`config.mk`:
```
export PLATFORM = sky130hd
export DESIGN_NAME = page_window_flush_framer
export DESIGN_NICKNAME = d
export VERILOG_FILES = /design/src/pwff_pkg.sv /design/src/pwff_geom.sv /design/src/page_window_flush_framer.sv
export VERILOG_INCLUDE_DIRS = /design/src /design/src/src
export SDC_FILE = /design/constraint.sdc
export NUM_CORES = 1
export LEC_CHECK = 0
export BUFFER_PORTS_ARGS = -buffer_cell sky130_fd_sc_hd__buf_2
export CORE_AREA = 4 4 100 102
export DETAILED_ROUTE_END_ITERATION = 8
export DIE_AREA = 0 0 104 106
export GPL_ROUTABILITY_DRIVEN = 0
export PLACE_DENSITY = 0.61
export SLEW_MARGIN = 10
export SYNTH_ARGS = -nofsm -noshare
export SYNTH_HDL_FRONTEND = slang
export SYNTH_SLANG_ARGS = --single-unit
```
`constraint.sdc`:
```
create_clock -name clk -period 4.3 [get_ports clk]
set_clock_uncertainty 0.05 [all_clocks]
set_input_delay 0.645 -clock clk [delete_from_list [all_inputs] [get_ports clk]]
set_output_delay 0.645 -clock clk [all_outputs]
set_load 0.02 [all_outputs]
```
`src/assert_macros.svh`:
```
// Assertion macros used by the framer RTL.
`ifndef ASSERT_MACROS_SVH
`define ASSERT_MACROS_SVH
`ifndef ASSERT_OFF
// Property must hold at every rising clock edge outside reset.
`define ASSERT_CLK(label, clk, rst_n, prop) \
	label: assert property (@(posedge clk) disable iff (!rst_n) (prop)) \
		else $error("%m: assertion failed");
// Expression must never be true outside reset.
`define ASSERT_NEVER(label, clk, rst_n, expr) \
	label: assert property (@(posedge clk) disable iff (!rst_n) !(expr)) \
		else $error("%m: forbidden condition seen");
`else
`define ASSERT_CLK(label, clk, rst_n, prop)
`define ASSERT_NEVER(label, clk, rst_n, expr)
`endif
`endif

```
`src/pwff_pkg.sv`:
```
// Package for the page window flush framer: constants, codes and types.
package pwff_pkg;

	localparam int PANEL_COLUMNS = 128;
	localparam int PANEL_PAGES   = 8;

	localparam int COL_W   = 7;
	localparam int ROW_W   = 6;
	localparam int PAGE_W  = 3;
	localparam int BYTE_W  = 8;
	localparam int INDEX_W = 3;

	localparam logic [COL_W-1:0]  COL_MAX  = COL_W'(PANEL_COLUMNS - 1);
	localparam logic [PAGE_W-1:0] PAGE_MAX = PAGE_W'(PANEL_PAGES - 1);

	// Register indexes on the write port
	localparam logic [INDEX_W-1:0] REG_FIRST_COLUMN = 3'd0;
	localparam logic [INDEX_W-1:0] REG_LAST_COLUMN  = 3'd1;
	localparam logic [INDEX_W-1:0] REG_FIRST_ROW    = 3'd2;
	localparam logic [INDEX_W-1:0] REG_LAST_ROW     = 3'd3;

	localparam logic [COL_W-1:0] RST_FIRST_COLUMN = 7'd0;
	localparam logic [COL_W-1:0] RST_LAST_COLUMN  = 7'd127;
	localparam logic [ROW_W-1:0] RST_FIRST_ROW    = 6'd0;
	localparam logic [ROW_W-1:0] RST_LAST_ROW     = 6'd63;

	// Controller command bytes
	localparam logic [BYTE_W-1:0] CMD_PAGE_START = 8'hB0;
	localparam logic [BYTE_W-1:0] CMD_LO_COLUMN  = 8'h00;
	localparam logic [BYTE_W-1:0] CMD_HI_COLUMN  = 8'h10;
	localparam logic [3:0]        NIBBLE_MASK    = 4'hF;

	// Beat of an item on the output side
	typedef enum logic [1:0] {
		BEAT_PAGE = 2'd0,
		BEAT_LO   = 2'd1,
		BEAT_HI   = 2'd2,
		BEAT_DATA = 2'd3
	} beat_t;

	typedef struct packed {
		logic [COL_W-1:0] first_column;
		logic [COL_W-1:0] last_column;
		logic [ROW_W-1:0] first_row;
		logic [ROW_W-1:0] last_row;
	} cfg_t;

	typedef struct packed {
		logic [COL_W-1:0]  col_off;
		logic [PAGE_W-1:0] page_off;
	} pos_t;

	typedef struct packed {
		logic              header;
		logic [PAGE_W-1:0] page;
		logic [COL_W-1:0]  c0;
		logic              window_done;
		pos_t              pos_nx;
	} step_t;

endpackage

```
`src/pwff_geom.sv`:
```
// Window geometry: header decision, page code and next position for one byte.
module pwff_geom (
	input  pwff_pkg::cfg_t  cfg,
	input  pwff_pkg::pos_t  pos,
	output pwff_pkg::step_t step
);

	logic [pwff_pkg::COL_W-1:0]  c0, c1, col_span;
	logic [pwff_pkg::PAGE_W-1:0] p0, p1, p1_raw, page_span;
	logic                        col_last, page_last;

	always_comb begin
		// clamp to the panel, then fold reversed windows to one column / page
		c0 = (cfg.first_column > pwff_pkg::COL_MAX) ? pwff_pkg::COL_MAX : cfg.first_column;
		c1 = (cfg.last_column > pwff_pkg::COL_MAX) ? pwff_pkg::COL_MAX : cfg.last_column;
		if (c1 < c0) begin
			c1 = c0;
		end
		p0 = (cfg.first_row[pwff_pkg::ROW_W-1:3] > pwff_pkg::PAGE_MAX) ?
			pwff_pkg::PAGE_MAX : cfg.first_row[pwff_pkg::ROW_W-1:3];
		p1_raw = (cfg.last_row[pwff_pkg::ROW_W-1:3] > pwff_pkg::PAGE_MAX) ?
			pwff_pkg::PAGE_MAX : cfg.last_row[pwff_pkg::ROW_W-1:3];
		p1 = ((cfg.last_row < cfg.first_row) || (p1_raw < p0)) ? p0 : p1_raw;

		col_span  = c1 - c0;
		page_span = p1 - p0;
		// an offset at or past the span saturates to the last column / page
		col_last  = (pos.col_off >= col_span);
		page_last = (pos.page_off >= page_span);

		step.header      = (pos.col_off == '0);
		step.page        = page_last ? p1 : p0 + pos.page_off;
		step.c0          = c0;
		step.window_done = col_last && page_last;
		if (col_last) begin
			step.pos_nx.col_off  = '0;
			step.pos_nx.page_off = page_last ? '0 : pos.page_off + 1'b1;
		end else begin
			step.pos_nx.col_off  = pos.col_off + 1'b1;
			step.pos_nx.page_off = pos.page_off;
		end
	end

endmodule

```
`src/page_window_flush_framer.sv`:
```
// Page window flush framer: pixel bytes in, command and data byte stream out.
// Path: a data byte passes the item register, then the result register; on a page's
//   first byte the three header commands go out first, one a cycle unless stalled.
// Throughput: one input byte per cycle inside a page while the output does not stall;
//   a page's first byte holds the input while the header goes out (single output port).
// Reset: window is the full panel, position at window start with a header pending.
`include "assert_macros.svh"

module page_window_flush_framer (
	input  logic                            clk,
	input  logic                            arst_n,
	// configuration write port
	input  logic                            wr_en,
	input  logic [pwff_pkg::INDEX_W-1:0]    wr_index,
	input  logic [pwff_pkg::COL_W-1:0]      wr_data,
	// pixel input channel
	input  logic                            in_valid,
	output logic                            in_stall,
	input  logic [pwff_pkg::BYTE_W-1:0]     pixel_byte,
	// byte stream output channel
	output logic                            out_valid,
	input  logic                            out_stall,
	output logic [pwff_pkg::BYTE_W-1:0]     bus_byte,
	output logic                            is_data,
	output logic                            last_of_run,
	output logic                            window_done
);

	pwff_pkg::cfg_t  cfg_q;
	pwff_pkg::pos_t  pos_q;
	pwff_pkg::step_t step;

	// item register: one accepted pixel byte with its header context
	logic                          valid_s1;
	logic [pwff_pkg::BYTE_W-1:0]   pix_s1;
	logic [pwff_pkg::PAGE_W-1:0]   page_s1;
	logic [pwff_pkg::COL_W-1:0]    c0_s1;
	logic                          done_s1;
	pwff_pkg::beat_t               beat_q;

	// result register
	logic                          out_valid_q;
	logic [pwff_pkg::BYTE_W-1:0]   bus_byte_q;
	logic                          is_data_q;
	logic                          last_q;
	logic                          done_q;

	logic                          in_xfer, out_ready, load_out, consume;
	logic [pwff_pkg::BYTE_W-1:0]   beat_byte;

	// Configuration registers; writes to unknown indexes are dropped.
	always_ff @(posedge clk or negedge arst_n) begin
		if (!arst_n) begin
			cfg_q.first_column <= pwff_pkg::RST_FIRST_COLUMN;
			cfg_q.last_column  <= pwff_pkg::RST_LAST_COLUMN;
			cfg_q.first_row    <= pwff_pkg::RST_FIRST_ROW;
			cfg_q.last_row     <= pwff_pkg::RST_LAST_ROW;
		end else if (wr_en) begin
			unique case (wr_index)
				pwff_pkg::REG_FIRST_COLUMN: cfg_q.first_column <= wr_data;
				pwff_pkg::REG_LAST_COLUMN:  cfg_q.last_column  <= wr_data;
				pwff_pkg::REG_FIRST_ROW:    cfg_q.first_row    <= wr_data[pwff_pkg::ROW_W-1:0];
				pwff_pkg::REG_LAST_ROW:     cfg_q.last_row     <= wr_data[pwff_pkg::ROW_W-1:0];
				default: ;
			endcase
		end
	end

	// Geometry of the byte being accepted, from the live position.
	pwff_geom u_geom (
		.cfg  (cfg_q),
		.pos  (pos_q),
		.step (step)
	);

	// Handshake. The result register advances when empty or when its transfer
	// completes; the item register frees up on its data beat.
	assign out_ready = !out_valid_q || !out_stall;
	assign load_out  = valid_s1 && out_ready;
	assign consume   = load_out && (beat_q == pwff_pkg::BEAT_DATA);
	assign in_stall  = valid_s1 && !consume;
	assign in_xfer   = in_valid && !in_stall;

	// Position advances once per accepted byte.
	always_ff @(posedge clk or negedge arst_n) begin
		if (!arst_n) begin
			pos_q <= '0;
		end else if (in_xfer) begin
			pos_q <= step.pos_nx;
		end
	end

	// Item register control
	always_ff @(posedge clk or negedge arst_n) begin
		if (!arst_n) begin
			valid_s1 <= 1'b0;
			beat_q   <= pwff_pkg::BEAT_DATA;
		end else if (in_xfer) begin
			valid_s1 <= 1'b1;
			// a page's first byte starts with the page command
			beat_q   <= step.header ? pwff_pkg::BEAT_PAGE : pwff_pkg::BEAT_DATA;
		end else if (consume) begin
			valid_s1 <= 1'b0;
		end else if (load_out) begin
			beat_q   <= pwff_pkg::beat_t'(beat_q + 2'd1);
		end
	end

	// Item payload: no reset needed
	always_ff @(posedge clk) begin
		if (in_xfer) begin
			pix_s1  <= pixel_byte;
			page_s1 <= step.page;
			c0_s1   <= step.c0;
			done_s1 <= step.window_done;
		end
	end

	// Byte for the current beat
	always_comb begin
		unique case (beat_q)
			pwff_pkg::BEAT_PAGE:
				beat_byte = pwff_pkg::CMD_PAGE_START |
					{{(pwff_pkg::BYTE_W-pwff_pkg::PAGE_W){1'b0}}, page_s1};
			pwff_pkg::BEAT_LO:
				beat_byte = pwff_pkg::CMD_LO_COLUMN |
					{4'h0, c0_s1[3:0] & pwff_pkg::NIBBLE_MASK};
			pwff_pkg::BEAT_HI:
				beat_byte = pwff_pkg::CMD_HI_COLUMN |
					{4'h0, {1'b0, c0_s1[pwff_pkg::COL_W-1:4]} & pwff_pkg::NIBBLE_MASK};
			pwff_pkg::BEAT_DATA:
				beat_byte = pix_s1;
			default:
				beat_byte = pix_s1;
		endcase
	end

	// Result register control
	always_ff @(posedge clk or negedge arst_n) begin
		if (!arst_n) begin
			out_valid_q <= 1'b0;
		end else if (out_ready) begin
			out_valid_q <= valid_s1;
		end
	end

	// Result payload: hold while stalled
	always_ff @(posedge clk) begin
		if (load_out) begin
			bus_byte_q <= beat_byte;
			is_data_q  <= (beat_q == pwff_pkg::BEAT_DATA);
			last_q     <= (beat_q == pwff_pkg::BEAT_DATA);
			done_q     <= (beat_q == pwff_pkg::BEAT_DATA) && done_s1;
		end
	end

	assign out_valid   = out_valid_q;
	assign bus_byte    = bus_byte_q;
	assign is_data     = is_data_q;
	assign last_of_run = last_q;
	assign window_done = done_q;

	// The window end only ever marks a data byte that closes its run.
	`ASSERT_CLK(a_done_on_data, clk, arst_n, out_valid && window_done |-> is_data && last_of_run)
	// A command byte is always followed by a further byte of the same run.
	`ASSERT_CLK(a_cmd_followed, clk, arst_n, out_valid && !is_data && !out_stall |=> out_valid)
	// No new transfer while a header is still going out.
	`ASSERT_CLK(a_hdr_holds_in, clk, arst_n,
		valid_s1 && (beat_q != pwff_pkg::BEAT_DATA) |-> in_stall)
	// A pending item must reach the result register when it is free.
	`ASSERT_NEVER(a_no_lost_slot, clk, arst_n, valid_s1 && !out_valid_q && !load_out)

endmodule

```
* Word-level counts from Yosys, hierarchy flattened
Index checks and enable logic that the tools add are counted.
Word-level totals: bits of input ports 23, register bits after elaboration 69, output and inout bits 13, word-level logic and storage cells 77
Cells by class: order comparisons 9, reduce and logical (&&, ||, !) cells 23, muxes and demuxes 16, $add $sub $neg 6, eq/ne operators 7
Operators with widths (number):
- $pmux 8 s4 | 1
- $mux 7 | 3
- $mux 3 | 5
- $gt 7x7->1 const B | 2
- $reduce_and 2->1 | 6
- $mux 10 | 1
- $mux 2 | 4
- $add 7x1->7 const B | 1
- $ge 7x7->1 | 1
- $logic_not 7->1 | 1
- $lt 7x7->1 | 1
- $sub 7x7->7 | 1
- $eq 3x2->1 const B | 2
- $gt 3x3->1 const B | 2
- $logic_and 1x1->1 | 6
- $lt 6x6->1 | 1
- $eq 2x2->1 const B | 2
- $logic_not 1->1 | 4
- $reduce_bool 2->1 | 2
- $add 3x1->3 const B | 1
- $add 3x3->3 | 1
- $eq 3x1->1 const B | 1
- $ge 3x3->1 | 1
- $logic_not 3->1 | 1
- other kinds (8) | 10

* Depth between registers and ports, before layout
Gate-level depths: netlist of run 1.
depth in word-level cells 10, mapped depth 20, depth with buffers taken out 20

* By module
From an unflattened synthesis of run 1, not the netlist that was laid out.
Second synthesis, totals: cells, all modules 343, area total of the unflattened synthesis 4033.9 µm²
By module, submodules not included:
- page_window_flush_framer | cells an instance 156, instances 1, area each 2671.3 µm², seq. area each 1890.6 µm²
- pwff_geom | cells an instance 187, instances 1, area each 1362.6 µm², seq. area each 0.0 µm²

* Worst setup path after synthesis of run 1
OpenSTA, ideal clock, no wires.
path type register to register, from register cfg_q[18] (netlist name), to register pos_q[0] (netlist name), required time 4125 ps, library setup time 125 ps, slack -78 ps, stages on the path, launching flop included 20, arrival time 4203 ps, period minus slack after synthesis 4378 ps, path buffers 1, cells stage by stage dfstp_2 -> clkbuf_1 -> ha_1 -> o211ai_1 -> o31ai_4 -> mux2i_1 -> ha_1 -> inv_1 -> fa_1 -> a211oi_1 -> o21bai_1 -> a21oi_1 -> o21ai_0 -> a2bb2oi_1 -> ha_1 -> nand4_1 -> and3_1 -> o21ai_1 -> nand2_1 -> mux2_2
Between the ends: word-level cells in the longest chain between the ends 7
RTL lines:
- start, declared | line page_window_flush_framer.sv:29 | pwff_pkg::cfg_t cfg_q;
- $gt 7x7->1 | line pwff_geom.sv:15 | c1 = (cfg.last_column > pwff_pkg::COL_MAX) ? pwff_pkg::COL_MAX : cfg.last_column;
- $mux 7 * | line pwff_geom.sv:15
- $lt 7x7->1 | line pwff_geom.sv:16 | if (c1 < c0) begin
- $mux 7 * | line pwff_geom.sv:16
- $sub 7x7->7 * | line pwff_geom.sv:25 | col_span = c1 - c0;
- $ge 7x7->1 * | line pwff_geom.sv:28 | col_last = (pos.col_off >= col_span);
- $reduce_and 2->1 (no line) *
- end signal, assigned | line page_window_flush_framer.sv:89 | pos_q <= step.pos_nx;
- end, declared | line page_window_flush_framer.sv:30 | pwff_pkg::pos_t pos_q;
Mark *: on every way between the ends. The rest lies on a longest branch, timed or not. A chain may end at the register's enable or synchronous reset.

* Worst setup path after layout of run 1
from register cfg_q[22] (netlist name), to register pos_q[0] (netlist name)
Between the ends: word-level cells in the longest chain between the ends 7
RTL lines:
- $gt 7x7->1 | line pwff_geom.sv:14 | c0 = (cfg.first_column > pwff_pkg::COL_MAX) ? pwff_pkg::COL_MAX : cfg.first_column;
- $mux 7 * | line pwff_geom.sv:14
- $lt 7x7->1 | line pwff_geom.sv:16
- $mux 7 | line pwff_geom.sv:16
- $sub 7x7->7 * | line pwff_geom.sv:25
- $ge 7x7->1 * | line pwff_geom.sv:28
- $reduce_and 2->1 (no line) *
Marked as above.

==> key figures, run 1 <==
Logic synthesis
  • Cell with the most instances after synthesis: sky130_fd_sc_hd__ha_1
  • Synthesis warning total: 0
  • Post-synthesis area per instance: 11.3 sq um
  • Post-synthesis cell type count: 55
  • Net count after synthesis: 406
  • Cell types occupying the most area after synthesis: sky130_fd_sc_hd__edfxtp_1, sky130_fd_sc_hd__dfrtp_1, sky130_fd_sc_hd__ha_1
  • Synth Area in XOR/XNOR: 1.80%
  • Post-synthesis sequential area ratio: 48.5%
  • Fraction of the mapped netlist area in compound gates: 11.7%
  • Cell type with the highest aggregate area in the netlist: sky130_fd_sc_hd__edfxtp_1
  • Flip-flop cell with the highest count after synthesis: sky130_fd_sc_hd__edfxtp_1
  • Simple-gate portion of the synthesized area: 10.4%
  • Most numerous cell types in the synthesized netlist: sky130_fd_sc_hd__ha_1, sky130_fd_sc_hd__inv_1, sky130_fd_sc_hd__edfxtp_1
  • Number of storage elements in the synthesis netlist: 69
  • Main combinational cell family by area after synthesis: adder cells
  • Arithmetic-cell share of the synthesized area counting full adders, half adders and majority gates: 13.7%
  • Number of cells produced by synthesis: 344
  • Share of synthesized registers carrying an async set or reset: 58.0%
  • Share of Yosys cell area claimed by the top area cell type: 22.3%
  • Share of synthesized area spent on multiplexers: 8.92%
  • Number of synthesized flops with an enable pin: 29
  • Netlist Area Pre-Place: 3900 sq um

Timing
  • Pin slew with the least headroom to its limit: 1.02 ns
  • Final count of pins violating max slew: 0
  • Finish-stage setup viols: 0
  • Share of the clock period used by the worst path: 99.6%
  • Unrepaired setup endpoints after global routing: true
  • Highest Clock Rate: 234 MHz
  • Worst hold slack across all endpoints: 0.384 ns
  • Min Clock Period, post-route: 4.28 ns
  • Number of endpoints with negative hold slack in the final report: 0
  • Worst slew margin: 32.1%

Critical path
  • Worst path slowest cell: sky130_fd_sc_hd__dfrtp_1
  • Startpoint type of the worst setup path: flip-flop
  • Cell family with the largest share of critical-path delay: compound AO/OA/AOI/OAI gates
  • Max Fanout on Critical Path: 5
  • Cells along the critical path: inv_2 -> ha_4 -> o21a_1 -> nor2_4 -> o31ai_4 -> mux2i_1 -> ha_2 -> inv_2 -> fa_2 -> a211oi_2 -> o21bai_1 -> a21oi_1 -> o21ai_1 -> a2bb2oi_2 -> ha_1 -> nand4_1 -> o21ai_4 -> nand2_2 -> mux2_2
  • Required time at the worst-slack endpoint: 4.48 ns
  • Crit. End Element: flip-flop
  • CP dominant cell by count: sky130_fd_sc_hd__inv_2
  • CP bufs+invs: 2
  • WS Path Type: flip-flop to flip-flop
  • Delay of the slowest cell on the worst path: 0.39 ns
  • Crit path DAT: 4.46 ns

Routing
  • Post-DR vias/cell: 5.22
  • Total number of vias: 2666
  • Detail-routed net length per standard cell: 15.9 um
  • Number of remaining DRC errors: 0
  • Total iterations of the first detailed-routing run: 4
  • Iteration-0 DRC count of the detailed router: 66
  • Routed Antenna Nets: 0
  • Routed wire length: 8100 um

Floorplan
  • I/O pin count: 36
  • Overall die area: 11000 sq um
  • Core area: 9110 sq um
  • X dimension of the die: 104 um
  • Height of the chip: 106 um
  • Row count: 35
  • Starting density of the core: 42.8%

Global routing
  • Tot GR Track Use: 14.5%
  • Global-route wire length before repair: 12700 um
  • Vias in the first global route: 2571
  • Number of antenna violations at the first check in global routing: 0
  • GRT overflow: 0
  • Maximum number of pins on one net before global-route repair: 41

Layout
  • Area growth, synth to finish: 19.4%
  • Layout cells sized above 1: 35.0%
  • Antenna Diode Count: 0
  • Final non-filler cell total: 511
  • # nets final: 457

Clock network
  • Cts hold-fix bufs: 0
  • Buffer levels on the longest clock path: 2
  • Clock-pin slew of the registers on the worst-case setup and hold paths: 0.08 ns
  • H-Tree Level Count: 3
  • Clock Latency Late Sink: 0.35 ns
  • Clk sink count: 69
  • Root buffer cell: sky130_fd_sc_hd__clkbuf_8
  • CTS tree: done
  • TritonCTS Buffers: 9

Outcome
  • Result of the run: finished clean

Placement
  • Count of buffers inserted at the top-level ports: 35
  • Post-placement cell count: 480
  • Post-DP HPWL: 5690 um

Worst hold path
  • Hold crit path type: input pin to asynchronous set/reset pin

Power and ir drop
  • Power density cells: 746 nW/um^2
  • Static leakage: 2.03 nW
  • Peak ir drop on the vdd network: 352 uV

Job
  • Max Cap Violations: 0
[cells in the final DEF, fill, tap and decap left out, types with 3 or more instances in the layout]
| cell | instances |
|---|---|
| sky130_fd_sc_hd__a21o_1 | 4 |
| sky130_fd_sc_hd__a21oi_1 | 13 |
| sky130_fd_sc_hd__a222oi_1 | 3 |
| sky130_fd_sc_hd__a22o_1 | 3 |
| sky130_fd_sc_hd__buf_2 | 35 |
| sky130_fd_sc_hd__buf_4 | 22 |
| sky130_fd_sc_hd__clkbuf_8 | 9 |
| sky130_fd_sc_hd__dfrtp_1 | 25 |
| sky130_fd_sc_hd__dfstp_2 | 15 |
| sky130_fd_sc_hd__edfxtp_1 | 29 |
| sky130_fd_sc_hd__ha_1 | 31 |
| sky130_fd_sc_hd__ha_4 | 3 |
| sky130_fd_sc_hd__inv_1 | 26 |
| sky130_fd_sc_hd__inv_2 | 5 |
| sky130_fd_sc_hd__mux2_2 | 18 |
| sky130_fd_sc_hd__mux2_4 | 5 |
| sky130_fd_sc_hd__mux2i_1 | 7 |
| sky130_fd_sc_hd__nand2_1 | 24 |
| sky130_fd_sc_hd__nand2b_1 | 4 |
| sky130_fd_sc_hd__nand3_1 | 5 |
| sky130_fd_sc_hd__nor2_1 | 9 |
| sky130_fd_sc_hd__nor2b_1 | 7 |
| sky130_fd_sc_hd__o211ai_1 | 5 |
| sky130_fd_sc_hd__o21a_1 | 4 |
| sky130_fd_sc_hd__o21ai_0 | 20 |
| sky130_fd_sc_hd__xnor2_1 | 4 |
| sky130_fd_sc_hd__xor2_1 | 4 |
[sequential cells by signal (all words and copies together), names as in the netlist]
name / count
page_s1: 3
valid_s1: 1
cfg_q: 26
bus_byte: 8
window_done: 1
last_of_run: 1
pos_q: 10
done_s1: 1
c0_s1: 7
out_valid: 1
beat_q: 2
pix_s1: 8
[metal layers]
| metal | vias up | global-route usage [%] | share of wire [%] |
|---|---|---|---|
| met1 | 1271 | 17.8 | 44 |
| met5 | - | 0 | 0 |
| met2 | 57 | 24.9 | 50 |
| li1 | 1327 | - | - |
| met4 | 0 | 5.03 | 1.4 |
| met3 | 11 | 3.76 | 4.4 |
[path summary, 6_finish.rpt]
path	from	endpoint	slack [ns]	cells past startpoint
worst max register to register	cfg_q[22]	pos_q[0]	0.02	19
worst min-delay path	arst_n	cfg_q[23]	0.38	1
worst min register to register	cfg_q[21]	c0_s1[2]	0.44	0
max in group asynchronous	arst_n	cfg_q[10]	3.22	1
worst max-delay path	cfg_q[22]	pos_q[0]	0.02	19
min in group clk	pixel_byte[5]	pix_s1[5]	0.43	1
[cell type report]
type                       instances  area [sq um]
clock buffer                      10           128
clock inverter                     6          77.6
fill                             832          4450
inverter                          31           116
multi-input combinational        225          1940
sequential                        69          1890
tap                              111           139
timing repair buffer              59           363
[cells by family (layout without fill, tap and decap cells)]
family | after synthesis | count (layout)
AND/OR/NAND/NOR | 76 | 76
AO/OA/AOI/OAI | 69 | 70
flip-flops | 69 | 69
buffers and inverters | 51 | 106
adder cells (fa/ha/maj) | 41 | 41
multiplexers | 30 | 30
XOR/XNOR | 8 | 8
[where the power goes]
group / switching (mW) / internal (mW)
combinational: 0.967 / 0.840
sequential: 0.143 / 0.964
clock: 0.241 / 0.321
total: 1.35 / 2.13
[repair_timing]
action,CTS,global route
gates resized for setup,1,25
pin swaps,1,11
setup endpoints to repair,2,8
gates cloned,0,1
buffers inserted,0,14
[metrics by stage]
step	setup WS, ns	power [mW]	instance area, sq um	TNS [ns]	utilization [%]
after global routing	-0.120	3.75	4660	-0.620	51.1
after CTS	0.000688	3.26	4430	0	48.7
after detailed placement	0.00937	2.66	4220	0	46.3
after global placement	0.127	2.60	4220	0	46.3
final	0.0185	3.48	4660	0	51.1
after floorplan	0.0220	2.25	3910	0	-
(Power assumes the default switching activity.)
==> run 2: changes to the inputs <==
- RECOVER_POWER: default -> 100
==> key figures, run 2 (synthesis gave the netlist of run 1 again) <==
Critical path
  • Slack of the worst reg-to-reg path: 0.02 ns (about the same)
  • Worst reg2reg path endpoint: pos_q[0]
  • Crit path DAT: 4.46 ns (about the same)
  • Worst Reg2Reg Path Length in Cells: 19 (unchanged)
  • WS Path Type: flip-flop to flip-flop
  • Worst setup path end: pos_q[0]
  • Crit. End Element: flip-flop
  • Launch point of the worst reg-to-reg path: cfg_q[22]
  • Startpoint of the most critical setup path: cfg_q[22]
  • Startpoint type of the worst setup path: flip-flop
  • Max Fanout on Critical Path: 5 (unchanged)
  • Required time at the worst-slack endpoint: 4.48 ns (about the same)

Power and ir drop
  • Total net switching power: 1.35 mW (about the same)
  • Peak ir drop on the vdd network: 351 uV (-0.26%)
  • Static leakage: 2.03 nW (-0.18%)
  • Relative contribution of sequential cells to total power: 31.9% (about the same)
  • Power share of the clock group: 16.1% (about the same)
  • Portion of total power attributed to combinational logic: 52.0% (about the same)
  • Power density cells: 746 nW/um^2 (about the same)
  • Cell internal pwr: 2.12 mW (about the same)
  • Sw Ratio: 38.9% (about the same)

Clock network
  • Cts hold-fix bufs: 0 (unchanged)
  • TritonCTS Buffers: 9 (unchanged)
  • Clk sink count: 69 (unchanged)
  • Root buffer cell: sky130_fd_sc_hd__clkbuf_8
  • H-Tree Level Count: 3 (unchanged)
  • CTS tree: done
  • Clock-pin slew of the registers on the worst-case setup and hold paths: 0.08 ns (about the same)
  • Buffer levels on the longest clock path: 2 (unchanged)
  • Clock Latency Late Sink: 0.35 ns (about the same)

Floorplan
  • Starting density of the core: 42.8% (unchanged)
  • Core area: 9110 sq um (unchanged)
  • Row count: 35 (unchanged)
  • Height of the chip: 106 um (unchanged)
  • Overall die area: 11000 sq um (unchanged)
  • I/O pin count: 36 (unchanged)
  • X dimension of the die: 104 um (unchanged)

Timing
  • Total negative setup slack: 0 ns (unchanged)
  • Finish-stage setup viols: 0 (unchanged)
  • Worst hold slack across all endpoints: 0.384 ns (+0.000245 ns)
  • Final count of pins violating max slew: 0 (unchanged)
  • Number of endpoints with negative hold slack in the final report: 0 (unchanged)
  • Share of the clock period used by the worst path: 99.6% (about the same)
  • Worst slew margin: 32.1% (about the same)
  • Min Clock Period, post-route: 4.28 ns (+0.000212 ns)
  • Unrepaired setup endpoints after global routing: true
  • Highest Clock Rate: 234 MHz (about the same)
  • Pin slew with the least headroom to its limit: 1.02 ns (+0.00311 ns)

Global routing
  • Vias in the first global route: 2571 (unchanged)
  • Tot GR Track Use: 14.5% (unchanged)
  • Global-route wire length before repair: 12700 um (unchanged)
  • Number of antenna violations at the first check in global routing: 0 (unchanged)
  • Maximum number of pins on one net before global-route repair: 41 (unchanged)
  • GRT overflow: 0 (unchanged)

Routing
  • Iteration-0 DRC count of the detailed router: 68 (+3.0%)
  • Detail-routed net length per standard cell: 15.8 um (about the same)
  • Post-DR vias/cell: 5.22 (unchanged)
  • Total iterations of the first detailed-routing run: 4 (unchanged)
  • Routed Antenna Nets: 0 (unchanged)
  • Routed wire length: 8100 um (about the same)
  • Number of remaining DRC errors: 0 (unchanged)
  • Total number of vias: 2666 (unchanged)

Layout
  • Largest registers in the final layout: cfg_q: 26 flops, pos_q: 10 flops
  • Most used cells in the layout excluding fill and tap cells: sky130_fd_sc_hd__buf_2, sky130_fd_sc_hd__ha_1, sky130_fd_sc_hd__edfxtp_1, sky130_fd_sc_hd__inv_1, sky130_fd_sc_hd__dfrtp_1
  • Antenna Diode Count: 0 (unchanged)
  • Leading cell type in the layout, fill and taps excluded: sky130_fd_sc_hd__buf_2
  • Layout cells sized above 1: 34.8% (-0.25 points)
  • Number of flip-flops under the largest register name: 26 (unchanged)
  • Register name with the most flops: cfg_q
  • # nets final: 457 (unchanged)
  • Area growth, synth to finish: 19.4% (about the same)

Placement
  • Post-DP HPWL: 5690 um (unchanged)
  • Count of buffers inserted at the top-level ports: 35 (unchanged)

Outcome
  • Result of the run: finished clean

Job
  • Max Cap Violations: 0 (unchanged)

Worst hold path
  • Hold crit path type: input pin to asynchronous set/reset pin
-- run 2: cell type report --
cell class | count | area (sq um)
fill | 832 | 4460
multi-input combinational | 225 | 1940
sequential | 69 | 1890
timing repair buffer | 59 | 359
tap | 111 | 139
clock buffer | 10 | 128
inverter | 31 | 116
clock inverter | 6 | 77.6
-- run 2: how the worst min path moves through the flow --
stage | to | slack [ns]
finish | cfg_q[23] | 0.38
global route | pix_s1[6] | 0.40
CTS | pix_s1[6] | 0.41
detailed placement | c0_s1[2] | 0.42
global placement | c0_s1[4] | 0.41
floorplan | cfg_q[10] | 0.30
-- run 2: worst max-delay path, stage by stage (launching register included) --
cell	delay, ns
sky130_fd_sc_hd__dfrtp_1	0.39
sky130_fd_sc_hd__inv_2	0.07
sky130_fd_sc_hd__ha_4	0.25
sky130_fd_sc_hd__o21a_1	0.16
sky130_fd_sc_hd__nor2_4	0.06
sky130_fd_sc_hd__o31ai_4	0.33
sky130_fd_sc_hd__mux2i_1	0.26
sky130_fd_sc_hd__ha_2	0.21
sky130_fd_sc_hd__inv_2	0.04
sky130_fd_sc_hd__fa_2	0.34
sky130_fd_sc_hd__a211oi_2	0.22
sky130_fd_sc_hd__o21bai_1	0.10
sky130_fd_sc_hd__a21oi_1	0.15
sky130_fd_sc_hd__o21ai_1	0.10
sky130_fd_sc_hd__a2bb2oi_2	0.14
sky130_fd_sc_hd__ha_1	0.35
sky130_fd_sc_hd__nand4_1	0.23
sky130_fd_sc_hd__o21ai_4	0.30
sky130_fd_sc_hd__nand2_2	0.10
sky130_fd_sc_hd__mux2_2	0.31
-- run 2: power groups by stage --
stage          combinational [mW]  sequential (mW)  clock, mW
2_1_floorplan                1.12             1.13          0
3_3_place_gp                 1.49             1.11          0
3_5_place_dp                 1.54             1.12          0
4_1_cts                      1.58             1.10      0.579
5_1_grt                      2.01             1.13      0.605
6_report                     1.81             1.11      0.561
-- run 2: what timing repair did --
item,in CTS,in global routing
gates cloned,0,1
resized for setup,1,25
setup buffers,0,14
endpoints found under the setup margin,2,8
pin swaps,1,11
-- run 2: per-stage QoR --
step	cells	setup WS [ns]	total power, mW	instance area, sq um	utilization, %
5_1_grt	511	-0.120	3.75	4650	51.1
6_report	511	0.0183	3.47	4650	51.1
2_1_floorplan	344	0.0220	2.25	3910	-
4_1_cts	496	0.000688	3.26	4430	48.7
3_3_place_gp	480	0.127	2.60	4220	46.3
3_5_place_dp	480	0.00937	2.66	4220	46.3
-- run 2: layer usage --
metal | track usage [%] | vias to the layer above | part of all wire [%]
met4 | 5.03 | 0 | 1.4
met3 | 3.76 | 11 | 4.3
met1 | 17.8 | 1269 | 44
met5 | 0 | - | 0
met2 | 24.9 | 57 | 50
li1 | - | 1329 | -
